$ cat config.mk
export PLATFORM = sky130hd
export DESIGN_NAME = xorshift_bounded_random_integer_unit_flat
export DESIGN_NICKNAME = d
export VERILOG_FILES = /design/src/hw/rtl/xbri_pkg.sv /design/src/hw/rtl/xbri_ifs.sv /design/src/hw/rtl/xbri_ctrl.sv /design/src/hw/rtl/xbri_dpath.sv /design/src/hw/rtl/xorshift_bounded_random_integer_unit.sv /design/src/flat_wrapper.sv
export SDC_FILE = /design/constraint.sdc
export NUM_CORES = 1
export LEC_CHECK = 0
export BUFFER_PORTS_ARGS = -buffer_cell sky130_fd_sc_hd__buf_4
export CORE_UTILIZATION = 40
export CTS_CLUSTER_SIZE = 12
export DETAILED_ROUTE_END_ITERATION = 6
export GPL_TIMING_DRIVEN = 0
export PLACE_DENSITY = 0.69
export SETUP_SLACK_MARGIN = 0.15
export SLEW_MARGIN = 0
export SYNTH_ARGS = -nofsm -noshare
export SYNTH_HDL_FRONTEND = slang
export SYNTH_SLANG_ARGS = --single-unit
$ cat constraint.sdc
create_clock -name i_clk -period 5.52 [get_ports i_clk]
set_input_delay 0.276 -clock i_clk [delete_from_list [all_inputs] [get_ports i_clk]]
set_output_delay 0.276 -clock i_clk [all_outputs]
set_load 0.05 [all_outputs]
$ cat src/hw/rtl/xbri_pkg.sv
// ----------------------------------------------------------------------------
// xbri_pkg
// Shared constants, types and the generator step function for the xorshift
// bounded random integer unit.
// ----------------------------------------------------------------------------
package xbri_pkg;

    localparam int MAX_TRIES = 100;
    localparam int TRY_W     = $clog2(MAX_TRIES + 1);

    localparam int MOD_STEPS = 64;
    localparam int CNT_W     = $clog2(MOD_STEPS);

    localparam logic [63:0] SEED_FALLBACK = 64'h0000_C0FF_EEC0_FFEE;

    localparam int SHIFT_A = 13;
    localparam int SHIFT_B = 7;
    localparam int SHIFT_C = 17;

    typedef enum logic [2:0] {
        S_IDLE,
        S_RAW,
        S_LIMIT,
        S_DRAW,
        S_REDUCE,
        S_OUT
    } t_state;

    // controller to datapath
    typedef struct packed {
        logic capture;
        logic draw;
        logic mod_step;
        logic save_limit;
        logic load_draw;
        logic load_out;
    } t_cmd;

    // datapath to controller
    typedef struct packed {
        logic req_raw;
        logic req_empty;
        logic mod_last;
        logic draw_ok;
        logic tries_last;
    } t_sts;

    function automatic logic [63:0] xorshift(input logic [63:0] s);
        logic [63:0] t;
        t = s ^ (s << SHIFT_A);
        t = t ^ (t >> SHIFT_B);
        t = t ^ (t << SHIFT_C);
        return t;
    endfunction

endpackage

$ cat src/hw/rtl/xbri_ifs.sv
// ----------------------------------------------------------------------------
// xbri request and response channels
// Valid/ready channels carrying one request beat and one result beat.
// ----------------------------------------------------------------------------
interface xbri_req_if;
    logic               valid;
    logic               ready;
    logic               opcode;
    logic signed [31:0] range_min;
    logic signed [31:0] range_max;

    modport source (output valid, opcode, range_min, range_max, input ready);
    modport sink   (input valid, opcode, range_min, range_max, output ready);
endinterface

interface xbri_rsp_if;
    logic               valid;
    logic               ready;
    logic signed [31:0] range_value;
    logic        [63:0] raw_value;
    logic               tries_exhausted;

    modport source (output valid, range_value, raw_value, tries_exhausted, input ready);
    modport sink   (input valid, range_value, raw_value, tries_exhausted, output ready);
endinterface

$ cat src/hw/rtl/xbri_ctrl.sv
// ----------------------------------------------------------------------------
// xbri_ctrl
// Sequencer: request capture, raw draws, limit reduction, rejection draws, final
// reduction and hand-off to the result register.
// ----------------------------------------------------------------------------
module xbri_ctrl (
    input  logic           i_clk,
    input  logic           i_rst_n,
    input  logic           i_in_valid,
    output logic           o_in_ready,
    output logic           o_out_valid,
    input  logic           i_out_ready,
    output xbri_pkg::t_cmd o_cmd,
    input  xbri_pkg::t_sts i_sts
);

    xbri_pkg::t_state r_state;
    xbri_pkg::t_state n_state;
    logic             r_out_valid;
    logic             n_out_valid;
    logic             w_slot_free;
    logic             w_accept;

    assign w_slot_free = !r_out_valid || i_out_ready;
    assign w_accept    = i_in_valid && o_in_ready;
    assign o_out_valid = r_out_valid;

    always_comb begin
        n_state = r_state;
        unique case (r_state)
            xbri_pkg::S_IDLE: begin
                if (i_in_valid) begin
                    priority if (i_sts.req_raw)   n_state = xbri_pkg::S_RAW;
                    else if (i_sts.req_empty)     n_state = xbri_pkg::S_OUT;
                    else                          n_state = xbri_pkg::S_LIMIT;
                end
            end
            xbri_pkg::S_RAW:   n_state = xbri_pkg::S_OUT;
            xbri_pkg::S_LIMIT: begin
                if (i_sts.mod_last) n_state = xbri_pkg::S_DRAW;
            end
            xbri_pkg::S_DRAW: begin
                if (i_sts.draw_ok || i_sts.tries_last) n_state = xbri_pkg::S_REDUCE;
            end
            xbri_pkg::S_REDUCE: begin
                if (i_sts.mod_last) n_state = xbri_pkg::S_OUT;
            end
            xbri_pkg::S_OUT: begin
                if (w_slot_free) n_state = xbri_pkg::S_IDLE;
            end
            default: n_state = xbri_pkg::S_IDLE;
        endcase
    end

    always_comb begin
        o_cmd      = '0;
        o_in_ready = 1'b0;
        unique case (r_state)
            xbri_pkg::S_IDLE: begin
                o_in_ready    = 1'b1;
                o_cmd.capture = i_in_valid;
            end
            xbri_pkg::S_RAW: begin
                o_cmd.draw = 1'b1;
            end
            xbri_pkg::S_LIMIT: begin
                o_cmd.mod_step   = 1'b1;
                o_cmd.save_limit = i_sts.mod_last;
            end
            xbri_pkg::S_DRAW: begin
                o_cmd.draw      = 1'b1;
                o_cmd.load_draw = i_sts.draw_ok || i_sts.tries_last;
            end
            xbri_pkg::S_REDUCE: begin
                o_cmd.mod_step = 1'b1;
            end
            xbri_pkg::S_OUT: begin
                o_cmd.load_out = w_slot_free;
            end
            default: begin
                o_cmd = '0;
            end
        endcase
    end

    always_comb begin
        n_out_valid = r_out_valid;
        if (i_out_ready) n_out_valid = 1'b0;
        if (o_cmd.load_out) n_out_valid = 1'b1;
    end

    always_ff @(posedge i_clk) begin
        if (!i_rst_n) begin
            r_state     <= xbri_pkg::S_IDLE;
            r_out_valid <= 1'b0;
        end else begin
            r_state     <= n_state;
            r_out_valid <= n_out_valid;
        end
    end

`ifndef SYNTHESIS
    // a full result register is never overwritten
    a_no_overwrite: assert property (@(posedge i_clk) disable iff (!i_rst_n)
        o_cmd.load_out |-> (!r_out_valid || i_out_ready))
        else $error("result overwritten while still waiting");

    // an accepted request always starts work
    a_accept_leaves_idle: assert property (@(posedge i_clk) disable iff (!i_rst_n)
        w_accept |=> (r_state != xbri_pkg::S_IDLE))
        else $error("request accepted but sequencer stayed idle");

    // draws only happen in the draw states
    a_draw_state: assert property (@(posedge i_clk) disable iff (!i_rst_n)
        o_cmd.draw |-> (r_state == xbri_pkg::S_RAW || r_state == xbri_pkg::S_DRAW))
        else $error("generator advanced outside a draw state");
`endif

endmodule

$ cat src/hw/rtl/xbri_dpath.sv
// ----------------------------------------------------------------------------
// xbri_dpath
// Generator state, bit-serial modulo unit, rejection limit, try counter and
// the result register.
// ----------------------------------------------------------------------------
module xbri_dpath (
    input  logic               i_clk,
    input  logic               i_rst_n,
    input  logic               i_seed_we,
    input  logic        [63:0] i_seed_wdata,
    input  logic               i_opcode,
    input  logic signed [31:0] i_range_min,
    input  logic signed [31:0] i_range_max,
    input  xbri_pkg::t_cmd     i_cmd,
    output xbri_pkg::t_sts     o_sts,
    output logic signed [31:0] o_range_value,
    output logic        [63:0] o_raw_value,
    output logic               o_tries_exhausted
);

    logic        [63:0]                r_gen;
    logic                              r_op;
    logic                              r_empty;
    logic        [31:0]                r_min;
    logic        [32:0]                r_span;
    logic        [63:0]                r_limit;
    logic        [63:0]                r_div;
    logic        [31:0]                r_rem;
    logic        [xbri_pkg::CNT_W-1:0] r_cnt;
    logic        [63:0]                r_draw;
    logic        [xbri_pkg::TRY_W-1:0] r_tries;
    logic                              r_exh;
    logic signed [31:0]                r_o_range;
    logic        [63:0]                r_o_raw;
    logic                              r_o_exh;

    logic [32:0] w_span;
    logic [32:0] w_trial;
    logic [31:0] n_rem;
    logic [63:0] w_gen_next;
    logic [63:0] w_draw_next;
    logic        w_draw_ok;

    assign w_span = {i_range_max[31], i_range_max} - {i_range_min[31], i_range_min} + 33'd1;

    // restoring step: shift in the next dividend bit, subtract span if it fits
    assign w_trial = {r_rem, r_div[63]};
    assign n_rem   = (w_trial >= r_span) ? 32'(w_trial - r_span) : w_trial[31:0];

    assign w_gen_next  = xbri_pkg::xorshift(r_gen);
    assign w_draw_next = w_gen_next - 64'd1;
    assign w_draw_ok   = w_draw_next <= r_limit;

    assign o_sts.req_raw    = i_opcode;
    assign o_sts.req_empty  = i_range_min >= i_range_max;
    assign o_sts.mod_last   = r_cnt == {xbri_pkg::CNT_W{1'b1}};
    assign o_sts.draw_ok    = w_draw_ok;
    assign o_sts.tries_last = r_tries == xbri_pkg::TRY_W'(xbri_pkg::MAX_TRIES - 1);

    always_ff @(posedge i_clk) begin
        if (!i_rst_n) begin
            r_gen <= xbri_pkg::SEED_FALLBACK;
        end else if (i_seed_we) begin
            r_gen <= (i_seed_wdata == 64'd0) ? xbri_pkg::SEED_FALLBACK : i_seed_wdata;
        end else if (i_cmd.draw) begin
            r_gen <= w_gen_next;
        end
    end

    always_ff @(posedge i_clk) begin
        if (i_cmd.capture) begin
            r_op    <= i_opcode;
            r_empty <= i_range_min >= i_range_max;
            r_min   <= i_range_min;
            r_span  <= w_span;
            r_div   <= '1;
            r_rem   <= '0;
            r_cnt   <= '0;
            r_tries <= '0;
            r_exh   <= 1'b0;
        end else begin
            if (i_cmd.mod_step) begin
                r_div <= r_div << 1;
                r_rem <= n_rem;
                r_cnt <= r_cnt + 1'b1;
            end
            if (i_cmd.save_limit) begin
                r_limit <= 64'hFFFF_FFFF_FFFF_FFFF - {32'd0, n_rem} - 64'd1;
            end
            if (i_cmd.draw) begin
                r_draw  <= w_draw_next;
                r_tries <= r_tries + 1'b1;
            end
            if (i_cmd.load_draw) begin
                r_div <= w_draw_next;
                r_rem <= '0;
                r_cnt <= '0;
                r_exh <= !w_draw_ok;
            end
        end
    end

    always_ff @(posedge i_clk) begin
        if (i_cmd.load_out) begin
            priority if (r_op) begin
                r_o_range <= '0;
                r_o_raw   <= r_draw;
                r_o_exh   <= 1'b0;
            end else if (r_empty) begin
                r_o_range <= r_min;
                r_o_raw   <= '0;
                r_o_exh   <= 1'b0;
            end else begin
                r_o_range <= r_min + r_rem;
                r_o_raw   <= r_draw;
                r_o_exh   <= r_exh;
            end
        end
    end

    assign o_range_value     = r_o_range;
    assign o_raw_value       = r_o_raw;
    assign o_tries_exhausted = r_o_exh;

`ifndef SYNTHESIS
    // xorshift never reaches the all-zero state
    a_gen_nonzero: assert property (@(posedge i_clk) disable iff (!i_rst_n)
        r_gen != 64'd0)
        else $error("generator state is zero");

    // the running remainder stays below the span
    a_rem_bound: assert property (@(posedge i_clk) disable iff (!i_rst_n)
        i_cmd.mod_step |-> ({1'b0, r_rem} < r_span))
        else $error("remainder not below span");

    // no more draws than the try budget
    a_try_bound: assert property (@(posedge i_clk) disable iff (!i_rst_n)
        (i_cmd.draw && !r_op) |-> (r_tries < xbri_pkg::TRY_W'(xbri_pkg::MAX_TRIES)))
        else $error("try budget exceeded");
`endif

endmodule

$ cat src/hw/rtl/xorshift_bounded_random_integer_unit.sv
// Raw request: the draw state, then the output state, then the registered result.
// Empty range: output state only. Range request: 64 steps of limit reduction, N draws,
// 64 final reduction steps and the output state; one-bit-per-cycle modulo unit run twice.
// Throughput: one request at a time; the next is accepted while a result waits.
// Reset (synchronous, active low): generator state to 0xC0FFEEC0FFEE, idle, no result.
// ----------------------------------------------------------------------------
// xorshift_bounded_random_integer_unit
// 64-bit xorshift generator with rejection-sampled bounded integer output.
// ----------------------------------------------------------------------------
module xorshift_bounded_random_integer_unit (
    input  logic        i_clk,
    input  logic        i_rst_n,
    input  logic        i_seed_we,
    input  logic [63:0] i_seed_wdata,
    xbri_req_if.sink    i_req,
    xbri_rsp_if.source  o_rsp
);

    xbri_pkg::t_cmd w_cmd;
    xbri_pkg::t_sts w_sts;

    xbri_ctrl u_ctrl (
        .i_clk       (i_clk),
        .i_rst_n     (i_rst_n),
        .i_in_valid  (i_req.valid),
        .o_in_ready  (i_req.ready),
        .o_out_valid (o_rsp.valid),
        .i_out_ready (o_rsp.ready),
        .o_cmd       (w_cmd),
        .i_sts       (w_sts)
    );

    xbri_dpath u_dpath (
        .i_clk             (i_clk),
        .i_rst_n           (i_rst_n),
        .i_seed_we         (i_seed_we),
        .i_seed_wdata      (i_seed_wdata),
        .i_opcode          (i_req.opcode),
        .i_range_min       (i_req.range_min),
        .i_range_max       (i_req.range_max),
        .i_cmd             (w_cmd),
        .o_sts             (w_sts),
        .o_range_value     (o_rsp.range_value),
        .o_raw_value       (o_rsp.raw_value),
        .o_tries_exhausted (o_rsp.tries_exhausted)
    );

endmodule

$ cat src/flat_wrapper.sv
// flat-port wrapper written by rule: the top's interface ports become plain ports
module xorshift_bounded_random_integer_unit_flat 
  (i_clk, i_rst_n, i_seed_we, i_seed_wdata, i_req_valid, i_req_opcode, i_req_range_min, i_req_range_max, i_req_ready, o_rsp_valid, o_rsp_range_value, o_rsp_raw_value, o_rsp_tries_exhausted, o_rsp_ready);
  xbri_req_if i_req_i ();
  xbri_rsp_if o_rsp_i ();
  input  logic i_clk;
  input  logic i_rst_n;
  input  logic i_seed_we;
  input  logic [63:0] i_seed_wdata;
  input wire logic [$bits(i_req_i.valid)-1:0] i_req_valid;
  input wire logic [$bits(i_req_i.opcode)-1:0] i_req_opcode;
  input wire logic [$bits(i_req_i.range_min)-1:0] i_req_range_min;
  input wire logic [$bits(i_req_i.range_max)-1:0] i_req_range_max;
  output wire logic [$bits(i_req_i.ready)-1:0] i_req_ready;
  output wire logic [$bits(o_rsp_i.valid)-1:0] o_rsp_valid;
  output wire logic [$bits(o_rsp_i.range_value)-1:0] o_rsp_range_value;
  output wire logic [$bits(o_rsp_i.raw_value)-1:0] o_rsp_raw_value;
  output wire logic [$bits(o_rsp_i.tries_exhausted)-1:0] o_rsp_tries_exhausted;
  input wire logic [$bits(o_rsp_i.ready)-1:0] o_rsp_ready;
  assign i_req_i.valid = i_req_valid;
  assign i_req_i.opcode = i_req_opcode;
  assign i_req_i.range_min = i_req_range_min;
  assign i_req_i.range_max = i_req_range_max;
  assign i_req_ready = i_req_i.ready;
  assign o_rsp_valid = o_rsp_i.valid;
  assign o_rsp_range_value = o_rsp_i.range_value;
  assign o_rsp_raw_value = o_rsp_i.raw_value;
  assign o_rsp_tries_exhausted = o_rsp_i.tries_exhausted;
  assign o_rsp_i.ready = o_rsp_ready;
  xorshift_bounded_random_integer_unit u_core (.i_clk(i_clk), .i_rst_n(i_rst_n), .i_seed_we(i_seed_we), .i_seed_wdata(i_seed_wdata), .i_req(i_req_i), .o_rsp(o_rsp_i));
endmodule
==> results of run 1 <==
[area by class of cell]
cell class / count / area, um^2 / share of cell area [%]
sequential: 439 / 11430 / 32.17
multi-input combinational: 2214 / 16110 / 45.34
timing repair buffer: 417 / 3794 / 10.67
clock buffer: 77 / 1448 / 4.074
clock inverter: 15 / 193.9 / 0.5457
inverter: 180 / 676.9 / 1.905
tap: 931 / 1165 / 3.278
buffer: 119 / 714.4 / 2.010
[logic make-up after synthesis]
kind of cell | after synthesis
adder cells (fa/ha/maj) | 197
AND/OR/NAND/NOR | 1023
AO/OA/AOI/OAI | 603
XOR/XNOR | 356
flip-flops | 439
buffers and inverters | 299
multiplexers | 34
[cell usage after synthesis, types with 19 or more instances]
cell type	n	area, um^2
nor2_1	299	1122
nand2_1	267	1002
edfxtp_1	261	7838
xnor2_1	220	1927
ha_1	193	2415
a21oi_1	181	905.9
dfxtp_1	178	3563
inv_1	178	668.1
xor2_1	117	1025
o21ai_0	113	565.5
clkbuf_1	88	330.3
and2_1	77	481.7
nand3_1	64	320.3
a21o_1	59	442.9
nor2b_1	55	344.1
and3_1	54	337.8
nor3_1	53	265.3
a211oi_1	45	337.8
nand4_1	39	244.0
mux2i_1	34	340.3
nor4_1	29	181.4
a221o_1	28	280.3
o21a_1	25	187.7
o22ai_1	22	137.6
a211oi_2	19	237.7
[routing by layer]
layer / wire [um] / GRT usage [%] / vias up
li1: - / - / 11360
met1: 35750 / 30.16 / 11400
met2: 38770 / 37.68 / 1188
met3: 7019 / 4.277 / 310
met4: 4984 / 12.31 / 0
met5: 0 / 0 / -
[what timing repair did]
action / CTS / global route
cloned: 7 / 5
setup buffers: 47 / 27
pin swaps: 54 / 74
hold buffers: 95 / 0
endpoints found under the hold margin: 95 / 0
resized for setup: 195 / 109
endpoints found under the setup margin: 126 / 111
[registers in the layout, summed over array words and instances (netlist names)]
| register | count |
|---|---|
| u_core.u_dpath.r_cnt | 6 |
| u_core.u_dpath.r_exh | 1 |
| u_core.u_dpath.o_tries_exhausted | 1 |
| u_core.u_dpath.r_min | 32 |
| u_core.u_dpath.r_div | 64 |
| u_core.u_dpath.o_range_value | 32 |
| u_core.u_dpath.r_gen | 64 |
| u_core.u_dpath.r_rem | 32 |
| u_core.u_dpath.r_draw | 64 |
| u_core.u_dpath.r_span | 33 |
| u_core.u_dpath.o_raw_value | 64 |
| u_core.u_ctrl.o_out_valid | 1 |
| u_core.u_dpath.r_limit | 33 |
| u_core.u_dpath.r_op | 1 |
| u_core.u_dpath.r_tries | 7 |
| u_core.u_dpath.r_empty | 1 |
| u_core.u_ctrl.r_state | 3 |
[metrics by stage]
stage	setup WS, ps	hold WS (ps)
finish	-171.4	66.25
global route	-406.6	63.64
CTS	15.84	18.61
detailed placement	-1757	470.6
global placement	-1793	461.5
floorplan	271.8	374.9
[power breakdown]
| part | total (mW) | internal (mW) | switching [mW] | leakage (nW) |
|---|---|---|---|---|
| Clock | 3.33 | 1.91 | 1.42 | 0.796 |
| Combinational | 13.7 | 5.20 | 8.52 | 10.1 |
| Sequential | 5.65 | 4.98 | 0.666 | 3.91 |
| Total | 22.7 | 12.1 | 10.6 | 14.8 |
[path summary, 6_finish.rpt]
check | to | cells after the start
worst max-delay path | u_core.u_dpath.r_div[45]$_SDFFE_PP1P_ | 26
worst max register to register | u_core.u_dpath.r_div[45]$_SDFFE_PP1P_ | 26
worst min register to register | u_core.u_dpath.r_tries[1]$_SDFFE_PP0P_ | 2
worst min-delay path | u_core.u_dpath.r_gen[4]$_SDFFE_PN0P_ | 4
[critical path, delay by kind of cell, from the launching register on]
family / cells / cell delay (ps)
buffers and inverters: 7 / 940
AO/OA/AOI/OAI: 5 / 850
flip-flops: 1 / 420
adder cells (fa/ha/maj): 1 / 340
AND/OR/NAND/NOR: 10 / 2050
XOR/XNOR: 3 / 950
==> summary.txt, run 1 <==
Timing
  • Setup TNS: -8916 ps
  • Worst-Margin Slew: 1105 ps
  • Clk_skew: 46.42 ps
  • # setup viols final: 93
  • Setup ws final: -171.4 ps
  • Max Fclk: 175.7 MHz
  • Fin. max-slew vios: 0
  • Fin crit share: 103.1%
  • Max-slew headroom: 25.38%
  • RSZ-0062 raised after global routing: yes
  • Fin crit period: 5691 ps
  • Final hold viol count: 0

Routing
  • WL per Instance: 19.70 um
  • DRC Markers: 1
  • Drt total wl: 86530 um
  • Avg Vias per Cell: 5.524
  • DR vias: 24260
  • Antenna-violating nets left: 0
  • Drt initial violations: 2264
  • First-pass iteration count of the detailed router: 7

Worst setup path
  • Slowest cell on the critical path: xnor3_2
  • Slowest stage delay, CP: 510 ps
  • CP startpoint: u_core.u_dpath.r_gen[1]$_SDFFE_PN1P_
  • R2r setup slk: -170 ps
  • Critical path required time: 6040 ps
  • R2R Path Start: u_core.u_dpath.r_gen[1]$_SDFFE_PN1P_
  • Critical Path End Type: flip-flop
  • CP Max Fanout: 6
  • WS Path Type: reg2reg
  • Data arrival, critical path: 6210 ps
  • CP startpoint kind: flip-flop

Global routing
  • Initial antenna violation count: 0
  • Largest net degree at the start of global routing: 52
  • Total gr overflow: 0
  • Global-route usage over all layers: 23.50%
  • Global-route wire length before repair: 129200 um
  • Vias in the first global route: 22900

Finish
  • Layout Nets: 3752
  • Most frequent cells in the layout: nor2_1, buf_4, nand2_1, edfxtp_1, xnor2_1
  • Syn-to-layout area delta: 28.02%
  • Layout Cell Area excl Fill: 35540 um^2
  • Share of cells above drive strength 1: 18.23%
  • Commonest non-fill, non-tap cell in the layout: nor2_1
  • Non-filler cells, final: 4392
  • Final Util: 51.82%
  • # fillers: 5997
  • Diode count: 0

Yosys
  • Mapped Avg Cell Area: 9.407 um^2
  • Cells after Synth: 2951
  • Post-synth EDFFs: 261
  • Netlist Area Pre-Place: 27760 um^2
  • Sequential fraction of the synthesis area: 41.07%
  • Synth Net Count: 3282
  • Post-Synth XOR/XNOR Area: 12.01%
  • Synth warn: 0
  • Mux cell area share after synthesis: 1.226%
  • Area fraction in compound gates after synthesis: 14.45%
  • FFs w/ async S/R, synth: 0%
  • Adder-Cell Fraction of Synth Area: 8.988%
  • Seq cells post-synth: 439
  • Ys flop type: edfxtp_1
  • Post-Synth Simple-Gate Area: 17.96%
  • Main combinational cell family by area after synthesis: simple AND/OR/NAND/NOR gates
  • Count of cell types in the netlist: 89

Place
  • Port Buf Inserts: 230
  • Routability Congestion: 0.9714
  • Placed Cells: 4119
  • Detailed Place HPWL: 62910 um
  • Cell Area, Placed: 30810 um^2

Run
  • MaxCap Viol Count: 0

Clock network
  • CTS Buf Count: 50
  • CTS tree: done
  • Longest Clk Path Bufs: 3
  • Total clock sinks: 439
  • Clock slew at reported path FFs: 60 ps
  • Worst skew pair latency: 650 ps
  • H-Tree Depth: 2
  • CTS root buf: clkbuf_16

Floorplan
  • Die area: 70460 um^2
  • Die Y: 265.4 um
  • Starting Density: 40.47%
  • Site Rows: 96
  • Io pins: 233
  • CORE AREA: 68590 um^2
  • Die Width: 265.4 um

Power
  • Pwr Total: 22.71 mW
  • P per Cell Area: 639.0 nW/um^2
  • Worst vdd ir: 318.0 uV
  • Leakage: 14.80 nW

Hold path
  • Worst hold path class: in2reg
  • HP Start: i_seed_wdata[4]

Run status
  • Status: finished with violations
  • Violated checks: DRC, setup timing
Power figures use the tool's default switching activity.
==> inputs of run 2 (changes only) <==
--- a/config.mk
+++ b/config.mk
@@ -7,6 +7,7 @@
 export LEC_CHECK = 0
 export BUFFER_PORTS_ARGS = -buffer_cell sky130_fd_sc_hd__buf_4
 export CORE_UTILIZATION = 40
+export CTS_BUF_LIST = sky130_fd_sc_hd__clkbuf_2 sky130_fd_sc_hd__clkbuf_4 sky130_fd_sc_hd__clkbuf_8
 export CTS_CLUSTER_SIZE = 12
 export DETAILED_ROUTE_END_ITERATION = 6
 export GPL_TIMING_DRIVEN = 0
==> summary.txt, run 2 (same netlist as run 1, synthesis figures left out) <==
Finish
  • Most frequent cells in the layout: nor2_1, buf_4, nand2_1, edfxtp_1
  • Commonest non-fill, non-tap cell in the layout: nor2_1
  • Layout Nets: 3769
  • Syn-to-layout area delta: 27.45%
  • Share of cells above drive strength 1: 19.17%

Routing
  • DRC Markers: 0
  • WL per Instance: 19.55 um
  • Antenna-violating nets left: 0
  • Drt initial violations: 2325
  • First-pass iteration count of the detailed router: 5
  • Avg Vias per Cell: 5.518
  • DR vias: 24460
  • Drt total wl: 86680 um

Floorplan
  • Starting Density: 40.47%
  • CORE AREA: 68590 um^2
  • Die Width: 265.4 um
  • Io pins: 233
  • Site Rows: 96
  • Die area: 70460 um^2
  • Die Y: 265.4 um

Timing
  • Setup TNS: -14230 ps
  • Fin crit period: 5734 ps
  • # setup viols final: 103
  • RSZ-0062 raised after global routing: yes
  • Max Fclk: 174.4 MHz
  • Clk_skew: 60.28 ps
  • Worst hold slack: 102.7 ps
  • Final hold viol count: 0
  • Worst-Margin Slew: 1095 ps
  • Fin crit share: 103.9%
  • Setup ws final: -213.9 ps
  • Fin. max-slew vios: 0
  • Max-slew headroom: 26.06%

Clock network
  • CTS tree: done
  • CTS Buf Count: 79
  • H-Tree Depth: 3
  • Longest Clk Path Bufs: 3
  • CTS root buf: clkbuf_8
  • Clock slew at reported path FFs: 60 ps
  • Worst skew pair latency: 680 ps
  • Total clock sinks: 439

Worst setup path
  • CP Max Fanout: 6
  • Slowest cell on the critical path: xnor3_2
  • Critical Path End Type: flip-flop
  • CP startpoint kind: flip-flop
  • Data arrival, critical path: 6290 ps
  • Critical Path, Cell by Cell: xnor2_1 > xnor3_2 > and3b_1 > and4b_2 > and3_4 > buf_8 > nand2_8 > nor2_4 > buf_12 > xnor2_4 > ha_1 > nand4_1 > nor4bb_4 > o21ai_1 > a31oi_2 > nor4b_4 > o221ai_2 > nor4_4 > buf_6 > buf_6 > a21oi_4 > buf_12 > clkbuf_16 > a221o_1
  • WS Path Type: reg2reg
  • Critical path required time: 6070 ps
  • Slowest stage delay, CP: 600 ps

Global routing
  • Total gr overflow: 0
  • GR Util met1: 30.43%
  • Initial antenna violation count: 2
  • GR peak layer: met2
  • Global-route usage over all layers: 23.71%
  • Global-route wire length before repair: 130200 um
  • Met2 GRT Util: 37.53%
  • Vias in the first global route: 23170
  • Met3 Resource Use GR: 4.518%
  • Largest net degree at the start of global routing: 52

Power
  • Net switching power: 10.63 mW
  • Net Sw Frac: 47.18%
  • Leakage: 14.76 nW
  • Worst vdd ir: 325.9 uV
  • Pint: 11.90 mW
  • Part of the power in registers: 25.1%
  • P per Cell Area: 636.9 nW/um^2
  • Clock power share: 14.4%
  • Combinational power share: 60.5%

Place
  • Detailed Place HPWL: 62910 um
  • Port Buf Inserts: 230
  • Routability Congestion: 0.9714

Run status
  • Violated checks: setup timing
  • Status: finished with violations

Run
  • MaxCap Viol Count: 0

Hold path
  • Worst hold path class: in2reg
run 2: layout make-up:
cell class                      instances  area, um^2
Fill cell                            6049       33210
Multi-Input combinational cell       2213       16130
Sequential cell                       439       11440
Timing Repair Buffer                  406        3615
Clock buffer                          113        1405
Tap cell                              931        1165
Buffer                                119       691.9
Inverter                              180       676.9
Clock inverter                         31       261.5
Antenna cell                            1       2.502
run 2: power by group through the flow:
stage                     Clock (mW)  Combinational [mW]  Sequential [mW]
after CTS                       3.31                12.8             5.62
after detailed placement           0                11.9             5.65
after global placement             0                11.7             5.72
after global routing            3.45                14.6             5.74
final                           3.26                13.6             5.65
after floorplan                    0                8.02             6.01
run 2: worst max-delay path: cells and delay by family (launching register included):
| family | cells | cell delay, ps |
|---|---|---|
| AO/OA/AOI/OAI | 5 | 1010 |
| buffers and inverters | 6 | 880 |
| adder cells (fa/ha/maj) | 1 | 380 |
| XOR/XNOR | 3 | 1140 |
| flip-flops | 1 | 390 |
| AND/OR/NAND/NOR | 9 | 1780 |
run 2: worst paths after layout:
path / startpoint / endpoint / slack, ps / cells past startpoint
max reg2reg: u_core.u_dpath.r_gen[21]$_SDFFE_PN0P_ / u_core.u_dpath.r_div[24]$_SDFFE_PP1P_ / -210 / 24
min: i_req_range_max[1] / u_core.u_dpath.r_span[1]$_DFFE_PP_ / 100 / 3
min reg2reg: u_core.u_dpath.r_tries[1]$_SDFFE_PP0P_ / u_core.u_dpath.r_tries[1]$_SDFFE_PP0P_ / 480 / 2
max: u_core.u_dpath.r_gen[21]$_SDFFE_PN0P_ / u_core.u_dpath.r_div[24]$_SDFFE_PP1P_ / -210 / 24
run 2: per-layer routing:
layer | part of all wire [%] | vias to the layer above
li1 | - | 11420
met1 | 41 | 11420
met2 | 44 | 1261
met3 | 8.5 | 361
met4 | 6.3 | 2
met5 | 0.015 | -
run 2: per-stage QoR:
stage                     instances  util [%]  worst slack (ps)  instance area (um^2)  total power [mW]
after floorplan                2951         -             271.8                 27770             14.03
after CTS                      4405     50.50             51.38                 34640             21.69
after detailed placement       4119     44.93             -1757                 30810             17.56
after global routing           4433     51.59            -320.4                 35380             23.76
after global placement         4112     44.70             -1793                 30660             17.41
final                          4433     51.59            -213.9                 35380             22.53
run 2: what timing repair did:
action | in CTS | in global routing
hold buffers | 99 | 0
cloned | 3 | 4
gates resized for setup | 172 | 107
setup buffers | 40 | 23
setup endpoints to repair | 127 | 110
endpoints found under the hold margin | 99 | 0
pin swaps | 47 | 69
